File: src/sha256sh_pkg.sv
// Shared types, constants and tables of the SHA-256 stream hasher.
`timescale 1ns / 1ps

package sha256sh_pkg;

  localparam logic [7:0]  PAD_BYTE     = 8'h80;
  localparam logic [5:0]  PAD_END_FILL = 6'd56;
  localparam logic [5:0]  FILL_LAST    = 6'd63;
  localparam logic [5:0]  ROUND_LAST   = 6'd63;
  localparam logic [1:0]  PART_FIRST   = 2'd0;
  localparam logic [1:0]  PART_LAST    = 2'd3;
  localparam logic [63:0] BLOCK_BITS   = 64'd512;

  localparam logic [31:0] HASH_INIT [8] = '{
    32'h6a09e667, 32'hbb67ae85, 32'h3c6ef372, 32'ha54ff53a,
    32'h510e527f, 32'h9b05688c, 32'h1f83d9ab, 32'h5be0cd19
  };

  localparam logic [31:0] ROUND_K [64] = '{
    32'h428a2f98, 32'h71374491, 32'hb5c0fbcf, 32'he9b5dba5,
    32'h3956c25b, 32'h59f111f1, 32'h923f82a4, 32'hab1c5ed5,
    32'hd807aa98, 32'h12835b01, 32'h243185be, 32'h550c7dc3,
    32'h72be5d74, 32'h80deb1fe, 32'h9bdc06a7, 32'hc19bf174,
    32'he49b69c1, 32'hefbe4786, 32'h0fc19dc6, 32'h240ca1cc,
    32'h2de92c6f, 32'h4a7484aa, 32'h5cb0a9dc, 32'h76f988da,
    32'h983e5152, 32'ha831c66d, 32'hb00327c8, 32'hbf597fc7,
    32'hc6e00bf3, 32'hd5a79147, 32'h06ca6351, 32'h14292967,
    32'h27b70a85, 32'h2e1b2138, 32'h4d2c6dfc, 32'h53380d13,
    32'h650a7354, 32'h766a0abb, 32'h81c2c92e, 32'h92722c85,
    32'ha2bfe8a1, 32'ha81a664b, 32'hc24b8b70, 32'hc76c51a3,
    32'hd192e819, 32'hd6990624, 32'hf40e3585, 32'h106aa070,
    32'h19a4c116, 32'h1e376c08, 32'h2748774c, 32'h34b0bcb5,
    32'h391c0cb3, 32'h4ed8aa4a, 32'h5b9cca4f, 32'h682e6ff3,
    32'h748f82ee, 32'h78a5636f, 32'h84c87814, 32'h8cc70208,
    32'h90befffa, 32'ha4506ceb, 32'hbef9a3f7, 32'hc67178f2
  };

  typedef enum logic [1:0] {
    BYTE_DATA,
    BYTE_PAD,
    BYTE_ZERO,
    BYTE_LEN
  } byte_sel_t;

  typedef struct packed {
    logic      shift_byte;
    byte_sel_t byte_sel;
    logic      latch_len;
    logic      start;
    logic      round;
    logic      final_add;
    logic      bump_len;
    logic      reinit;
    logic [5:0] round_idx;
    logic [1:0] part;
  } sha_cmd_t;

  typedef struct packed {
    logic fill_last;
    logic pad_end;
  } sha_status_t;

endpackage

File: src/sha256sh_datapath.sv
// Datapath of the SHA-256 stream hasher: message window, round unit, hash words, length.
`timescale 1ns / 1ps

module sha256sh_datapath
  import sha256sh_pkg::*;
(
  input  logic        clk,
  input  logic        rst_n,
  input  sha_cmd_t    cmd,
  input  logic [7:0]  in_byte,
  output sha_status_t status,
  output logic [63:0] digest_part
);

  function automatic logic [31:0] bsig0(input logic [31:0] x);
    return {x[1:0], x[31:2]} ^ {x[12:0], x[31:13]} ^ {x[21:0], x[31:22]};
  endfunction

  function automatic logic [31:0] bsig1(input logic [31:0] x);
    return {x[5:0], x[31:6]} ^ {x[10:0], x[31:11]} ^ {x[24:0], x[31:25]};
  endfunction

  function automatic logic [31:0] ssig0(input logic [31:0] x);
    return {x[6:0], x[31:7]} ^ {x[17:0], x[31:18]} ^ {3'b000, x[31:3]};
  endfunction

  function automatic logic [31:0] ssig1(input logic [31:0] x);
    return {x[16:0], x[31:17]} ^ {x[18:0], x[31:19]} ^ {10'b0, x[31:10]};
  endfunction

  logic [31:0] hash_r [8];
  logic [31:0] v_r [8];
  logic [31:0] win_r [16];
  logic [5:0]  fill_r;
  logic [63:0] bitlen_r;
  logic [63:0] len_r;

  logic [7:0]  byte_nxt;
  logic [31:0] t1;
  logic [31:0] t2;
  logic [31:0] ch;
  logic [31:0] mj;
  logic [31:0] w_nxt;

  always_comb begin
    case (cmd.byte_sel)
      BYTE_DATA: byte_nxt = in_byte;
      BYTE_PAD:  byte_nxt = PAD_BYTE;
      BYTE_ZERO: byte_nxt = 8'h00;
      BYTE_LEN:  byte_nxt = len_r[63:56];
      default:   byte_nxt = 8'h00;
    endcase
  end

  // One compression round; win_r[0] is the schedule word of the current round.
  always_comb begin
    ch    = (v_r[4] & v_r[5]) ^ (~v_r[4] & v_r[6]);
    mj    = (v_r[0] & v_r[1]) ^ (v_r[0] & v_r[2]) ^ (v_r[1] & v_r[2]);
    t1    = v_r[7] + bsig1(v_r[4]) + ch + ROUND_K[cmd.round_idx] + win_r[0];
    t2    = bsig0(v_r[0]) + mj;
    w_nxt = ssig1(win_r[14]) + win_r[9] + ssig0(win_r[1]) + win_r[0];
  end

  always_ff @(posedge clk) begin
    if (!rst_n) begin
      hash_r   <= HASH_INIT;
      fill_r   <= '0;
      bitlen_r <= '0;
    end else begin
      if (cmd.shift_byte) begin
        fill_r <= fill_r + 6'd1;
      end
      if (cmd.final_add) begin
        for (int i = 0; i < 8; i++) begin
          hash_r[i] <= hash_r[i] + v_r[i];
        end
        if (cmd.bump_len) begin
          bitlen_r <= bitlen_r + BLOCK_BITS;
        end
      end
      if (cmd.reinit) begin
        hash_r   <= HASH_INIT;
        fill_r   <= '0;
        bitlen_r <= '0;
      end
    end
  end

  // The message bytes enter a 512-bit shift line that doubles as the schedule window.
  always_ff @(posedge clk) begin
    if (cmd.shift_byte) begin
      for (int i = 0; i < 15; i++) begin
        win_r[i] <= {win_r[i][23:0], win_r[i+1][31:24]};
      end
      win_r[15] <= {win_r[15][23:0], byte_nxt};
    end else if (cmd.round) begin
      for (int i = 0; i < 15; i++) begin
        win_r[i] <= win_r[i+1];
      end
      win_r[15] <= w_nxt;
    end

    if (cmd.latch_len) begin
      len_r <= bitlen_r + {55'b0, fill_r, 3'b000};
    end else if (cmd.shift_byte && cmd.byte_sel == BYTE_LEN) begin
      len_r <= {len_r[55:0], 8'h00};
    end

    if (cmd.start) begin
      v_r <= hash_r;
    end else if (cmd.round) begin
      v_r[7] <= v_r[6];
      v_r[6] <= v_r[5];
      v_r[5] <= v_r[4];
      v_r[4] <= v_r[3] + t1;
      v_r[3] <= v_r[2];
      v_r[2] <= v_r[1];
      v_r[1] <= v_r[0];
      v_r[0] <= t1 + t2;
    end
  end

  assign status.fill_last = (fill_r == FILL_LAST);
  assign status.pad_end   = (fill_r == PAD_END_FILL);
  assign digest_part      = {hash_r[{cmd.part, 1'b0}], hash_r[{cmd.part, 1'b1}]};

endmodule

File: src/sha256sh_ctrl.sv
// Controller of the SHA-256 stream hasher: request handshakes, padding and round sequencing.
`timescale 1ns / 1ps

module sha256sh_ctrl
  import sha256sh_pkg::*;
(
  input  logic        clk,
  input  logic        rst_n,
  input  logic        in_tvalid,
  output logic        in_tready,
  input  logic        in_op,
  output logic        out_tvalid,
  input  logic        out_tready,
  output logic        out_tlast,
  output logic [1:0]  out_part,
  input  sha_status_t status,
  output sha_cmd_t    cmd
);

  typedef enum logic [2:0] {
    S_IDLE,
    S_PAD,
    S_LEN,
    S_COMPRESS,
    S_FINAL,
    S_OUT
  } state_t;

  // What follows the compression that is running.
  typedef enum logic [1:0] {
    M_NORMAL,
    M_PAD,
    M_LAST
  } mode_t;

  state_t     state_r, state_nxt;
  mode_t      mode_r, mode_nxt;
  logic [5:0] round_r, round_nxt;
  logic [1:0] part_r, part_nxt;

  always_comb begin
    state_nxt = state_r;
    mode_nxt  = mode_r;
    round_nxt = round_r;
    part_nxt  = part_r;

    cmd.shift_byte = 1'b0;
    cmd.byte_sel   = BYTE_ZERO;
    cmd.latch_len  = 1'b0;
    cmd.start      = 1'b0;
    cmd.round      = 1'b0;
    cmd.final_add  = 1'b0;
    cmd.bump_len   = 1'b0;
    cmd.reinit     = 1'b0;
    cmd.round_idx  = round_r;
    cmd.part       = part_r;

    case (state_r)
      S_IDLE: begin
        if (in_tvalid) begin
          cmd.shift_byte = 1'b1;
          if (!in_op) begin
            cmd.byte_sel = BYTE_DATA;
            if (status.fill_last) begin
              cmd.start = 1'b1;
              mode_nxt  = M_NORMAL;
              round_nxt = '0;
              state_nxt = S_COMPRESS;
            end
          end else begin
            cmd.byte_sel  = BYTE_PAD;
            cmd.latch_len = 1'b1;
            if (status.fill_last) begin
              cmd.start = 1'b1;
              mode_nxt  = M_PAD;
              round_nxt = '0;
              state_nxt = S_COMPRESS;
            end else begin
              state_nxt = S_PAD;
            end
          end
        end
      end
      S_PAD: begin
        if (status.pad_end) begin
          state_nxt = S_LEN;
        end else begin
          cmd.shift_byte = 1'b1;
          cmd.byte_sel   = BYTE_ZERO;
          if (status.fill_last) begin
            cmd.start = 1'b1;
            mode_nxt  = M_PAD;
            round_nxt = '0;
            state_nxt = S_COMPRESS;
          end
        end
      end
      S_LEN: begin
        cmd.shift_byte = 1'b1;
        cmd.byte_sel   = BYTE_LEN;
        if (status.fill_last) begin
          cmd.start = 1'b1;
          mode_nxt  = M_LAST;
          round_nxt = '0;
          state_nxt = S_COMPRESS;
        end
      end
      S_COMPRESS: begin
        cmd.round = 1'b1;
        round_nxt = round_r + 6'd1;
        if (round_r == ROUND_LAST) begin
          state_nxt = S_FINAL;
        end
      end
      S_FINAL: begin
        cmd.final_add = 1'b1;
        cmd.bump_len  = (mode_r == M_NORMAL);
        case (mode_r)
          M_NORMAL: state_nxt = S_IDLE;
          M_PAD:    state_nxt = S_PAD;
          M_LAST: begin
            part_nxt  = PART_FIRST;
            state_nxt = S_OUT;
          end
          default:  state_nxt = S_IDLE;
        endcase
      end
      S_OUT: begin
        if (out_tready) begin
          part_nxt = part_r + 2'd1;
          if (part_r == PART_LAST) begin
            cmd.reinit = 1'b1;
            state_nxt  = S_IDLE;
          end
        end
      end
      default: begin
        state_nxt = S_IDLE;
      end
    endcase
  end

  always_ff @(posedge clk) begin
    if (!rst_n) begin
      state_r <= S_IDLE;
      mode_r  <= M_NORMAL;
      round_r <= '0;
      part_r  <= '0;
    end else begin
      state_r <= state_nxt;
      mode_r  <= mode_nxt;
      round_r <= round_nxt;
      part_r  <= part_nxt;
    end
  end

  assign in_tready  = (state_r == S_IDLE);
  assign out_tvalid = (state_r == S_OUT);
  assign out_tlast  = (part_r == PART_LAST);
  assign out_part   = part_r;

endmodule

File: src/sha256_stream_hasher.sv
// SHA-256 stream hasher top level.
//
// Input channel: each request carries one message byte (in_tuser low) or a finish
// command (in_tuser high, in_tdata ignored). Output channel: a finished message gives
// four requests, the 256-bit digest in 64-bit big-endian parts, part 0 first, the part
// number on out_tuser and out_tlast on part 3.
// The 64th byte of a block starts the compression, one round per cycle on a single round
// unit; no byte is taken until the compression and its final addition are done.
// A finish shifts in the padding and the length a byte at a time and runs one or two
// compressions; out_tvalid rises after the last of them and its final addition.
// While the digest is out, no input is taken; a stalled receiver holds the current part
// steady. After part 3 is taken the hash words and length return to their initial
// values. Synchronous reset gives the initial hash words and an empty message.
`timescale 1ns / 1ps

module sha256_stream_hasher
  import sha256sh_pkg::*;
(
  input  logic        clk,
  input  logic        rst_n,
  input  logic        in_tvalid,
  output logic        in_tready,
  input  logic [7:0]  in_tdata,   // [7:0] data_byte
  input  logic        in_tuser,   // [0] op
  output logic        out_tvalid,
  input  logic        out_tready,
  output logic [63:0] out_tdata,  // [63:0] digest_part
  output logic [1:0]  out_tuser,  // [1:0] part_index
  output logic        out_tlast
);

  sha_cmd_t    cmd;
  sha_status_t status;

  sha256sh_ctrl u_ctrl (
    .clk        (clk),
    .rst_n      (rst_n),
    .in_tvalid  (in_tvalid),
    .in_tready  (in_tready),
    .in_op      (in_tuser),
    .out_tvalid (out_tvalid),
    .out_tready (out_tready),
    .out_tlast  (out_tlast),
    .out_part   (out_tuser),
    .status     (status),
    .cmd        (cmd)
  );

  sha256sh_datapath u_datapath (
    .clk         (clk),
    .rst_n       (rst_n),
    .cmd         (cmd),
    .in_byte     (in_tdata),
    .status      (status),
    .digest_part (out_tdata)
  );

endmodule

File: config.mk
export PLATFORM = sky130hd
export DESIGN_NAME = sha256_stream_hasher
export DESIGN_NICKNAME = d
export VERILOG_FILES = /design/src/sha256sh_pkg.sv /design/src/sha256sh_datapath.sv /design/src/sha256sh_ctrl.sv /design/src/sha256_stream_hasher.sv
export SDC_FILE = /design/constraint.sdc
export NUM_CORES = 2
export LEC_CHECK = 0
export BUFFER_PORTS_ARGS = -buffer_cell sky130_fd_sc_hd__buf_2
export CORE_MARGIN = 1.5
export CORE_UTILIZATION = 41
export CTS_BUF_LIST = sky130_fd_sc_hd__clkbuf_8
export CTS_CLUSTER_DIAMETER = 150
export DETAILED_ROUTE_END_ITERATION = 7
export PLACE_DENSITY = 0.67
export SYNTH_ARGS = -nofsm -noshare
export SYNTH_HDL_FRONTEND = slang
export SYNTH_SLANG_ARGS = --single-unit
File: constraint.sdc
create_clock -name clk -period 25 [get_ports clk]
set_input_delay 5 -clock clk [delete_from_list [all_inputs] [get_ports clk]]
set_output_delay 5 -clock clk [all_outputs]
set_load 0.02 [all_outputs]
==> impl_metrics.ini <==
[clocking]
post_cts.resized_instances = 0
path_clk_slew_ns = 0.06
cts-root-buf = clkbuf_8
cts_setup_buffers = 0
insertion_delay_ns = 1.02
cts.sinks = 1159
cts_tree = done
cts_buffer_depth = 3
cts-htree-levels = 4
cts_hold_buf = 0
numCtsBuffers = 205

[timing]
setup_tns_ns = 0
fmax_mhz = 93.1
min_period_ns = 10.74
fin_crit_sh = 0.429
hold_violations = 0
setup_viol = 0
rsz0062_at_grt = no
fin_ws_ns = 14.26
skew_ns = 0.0825
worstMarginPinSlew_ns = 1.15
max-slew-margin-rel = 0.211
slew_violations = 0

[setup_path]
slowest_delay_ns = 0.84
slowest_stage = ha_1
cp_max_fo = 30
critical_path.top_delay_family = compound AO/OA/AOI/OAI gates
rr_worst_depth = 35
crit_required_ns = 25.67
criticalPathCategory = flip-flop to flip-flop
cp.arrival_ns = 11.41
worst-path-buf-inv = 5
cp-start-kind = flip-flop
cpMostUsedCell = fa_1
critical_path.endpoint_type = flip-flop
r2r_start = u_ctrl.round_r[0]
startpoint = u_ctrl.round_r[0]
rr_endpoint = u_datapath.v_r[252]
ff2ff_setup_slack_ns = 14.26
cp.depth = 35
setup.worst_path.end = u_datapath.v_r[252]

[routing]
route.detailed.drc = 0
drt_iter0_drc = 6279
routedWlPerCell_um = 22.9
drt-vias-per-instance = 5.63
drt_wl_total_um = 251000
vias = 61600
ant_nets = 0
first_pass_iters = 8

[die]
die_h_um = 432
die_w_um = 432
rows = 157
die_area_sq_mm = 0.187
core_area_sq_mm = 0.183
ios = 82
start_util = 0.413

[synthesis]
synth_edf_count = 829
yosysTopAreaCell = edfxtp_1
synth_commonest_cells = nand2_1, edfxtp_1, a21oi_1
synth_area_leaders = edfxtp_1, nand2_1, dfxtp_1
syn_avg_cell_area_sq_um = 8.97
syn-cell-area_sq_mm = 0.0756
yosysUniqueCellTypes = 90
ys.flop_type = edfxtp_1
synth-seq-cells = 1159
async_flop_share = 0
synth_seq_area_share = 0.417
syn_nets = 9038
synth_top_area_frac = 0.329
yosysMostFrequentCell = nand2_1
yosysWarnings = 0
synth_cells = 8429

[pwr]
p_seq_frac = 0.374
ir_drop_v = 0.0000994
switchingPower_uw = 2400
p_per_area_mw_per_mm2 = 80.4
power_frac_comb = 0.348
power.share.clock = 0.278
p_total_uw = 6620
switching_share = 0.362
internal_power_uw = 4220
total_leakage_power_uw = 0.0343

[global_routing]
grt_pass1_wl_um = 372000
grt_pass1_vias = 59200
grt.overflow.total = 0
antenna_found_initial = 7
grt_usage = 0.263
grt_max_degree = 250

[min_path]
hp-class = flip-flop to flip-flop

[run_status]
status = finished, final reports clean

[place]
post-place-ws_ns = 14.28
gp_congestion = 0.973
dp_hpwl_um = 184000
dpl_cell_area_sq_mm = 0.0780
io_buffer_count = 81

[layout]
multi_input_area_sq_mm = 0.0413
fin_area_sq_mm = 0.0823
layout-drive-gt1-share = 0.0722
nNetsFinal = 8918
nFillCells = 17600
seq_area_sq_mm = 0.0315
postLayoutCoreUtil = 0.449
areaGrowthSynthToFinish_pct = 8.82

[flow_run]
drv_cap = 0
## layout by cell type (no fill, tap or decap), types with 53 or more instances in the layout
| cell | count |
|---|---|
| a211oi_1 | 71 |
| a21o_1 | 173 |
| a21oi_1 | 529 |
| and3_1 | 56 |
| buf_2 | 81 |
| buf_4 | 73 |
| clkbuf_8 | 239 |
| dfxtp_1 | 325 |
| edfxtp_1 | 829 |
| fa_1 | 195 |
| ha_1 | 401 |
| inv_1 | 327 |
| mux4_2 | 70 |
| nand2_1 | 2646 |
| nand2b_1 | 53 |
| nand3_1 | 92 |
| nor2_1 | 344 |
| nor2b_1 | 68 |
| nor3_1 | 96 |
| o211ai_1 | 96 |
| o21a_1 | 60 |
| o21ai_0 | 371 |
| xnor2_1 | 418 |
| xor2_1 | 187 |
## area by class of cell
| cell class | instances | share of cell area |
|---|---|---|
| timing repair buffer | 161 | 0.0133 |
| antenna | 4 | 0.000122 |
| clock inverter | 144 | 0.0113 |
| clock buffer | 239 | 0.0400 |
| inverter | 277 | 0.0126 |
| multi-input combinational | 6505 | 0.502 |
| sequential | 1159 | 0.383 |
| tap | 2464 | 0.0375 |
## power groups by stage
stage | clock, uW | sequential, uW | combinational [uW]
floorplan | 0 | 2450 | 1680
global placement | 0 | 2510 | 2230
detailed placement | 0 | 2510 | 2260
CTS | 1870 | 2470 | 2280
global route | 1950 | 2490 | 2540
finish | 1840 | 2470 | 2300
## routing by layer
metal / vias up / GRT usage / part of all wire
met5: - / 0 / 0.000092
met4: 4 / 0.118 / 0.046
met3: 479 / 0.0324 / 0.070
met2: 2418 / 0.432 / 0.47
met1: 30000 / 0.348 / 0.41
li1: 28800 / - / -
## logic make-up after synthesis
kind of cell | count (synthesis) | synth area share
adder cells (fa/ha/maj) | 622 | 0.121
flip-flops | 1159 | 0.417
AND/OR/NAND/NOR | 3540 | 0.193
XOR/XNOR | 605 | 0.0701
multiplexers | 115 | 0.0273
AO/OA/AOI/OAI | 1623 | 0.134
buffers and inverters | 765 | 0.0384
## worst min path at each step
stage / start / end / slack, ns / depth (start not counted)
floorplan: u_datapath.hash_r[222] / u_datapath.hash_r[222] / 0.45 / 2
global placement: u_datapath.bitlen_r[60] / u_datapath.bitlen_r[60] / 0.47 / 2
detailed placement: u_datapath.hash_r[79] / u_datapath.hash_r[79] / 0.49 / 2
CTS: u_datapath.win_r[6][6] / u_datapath.win_r[5][6] / 0.48 / 2
global route: u_datapath.win_r[6][12] / u_datapath.win_r[5][12] / 0.51 / 2
finish: u_datapath.win_r[6][12] / u_datapath.win_r[5][12] / 0.49 / 2
## sequential cells by signal, summed over array words and instances (netlist names), 3 cells and up
register	flops
u_datapath.hash_r	256
u_datapath.bitlen_r	55
u_ctrl.round_r	6
u_datapath.fill_r	6
u_datapath.v_r	256
u_ctrl.state_r	3
u_datapath.len_r	61
u_datapath.win_r	512
## tightest hold or removal path: stages (launching register included)
cell      delay (ns)
edfxtp_1        0.34
nand2_1         0.05
nand2_1         0.05
## through the flow
stage          std cells  hold WS (ns)
2_1_floorplan       8429         0.449
3_3_place_gp       10600         0.466
3_5_place_dp       10600         0.485
4_1_cts            10900         0.476
5_1_grt            11000         0.511
6_report           11000         0.488
Note: power is estimated with default switching activity, not from simulation.
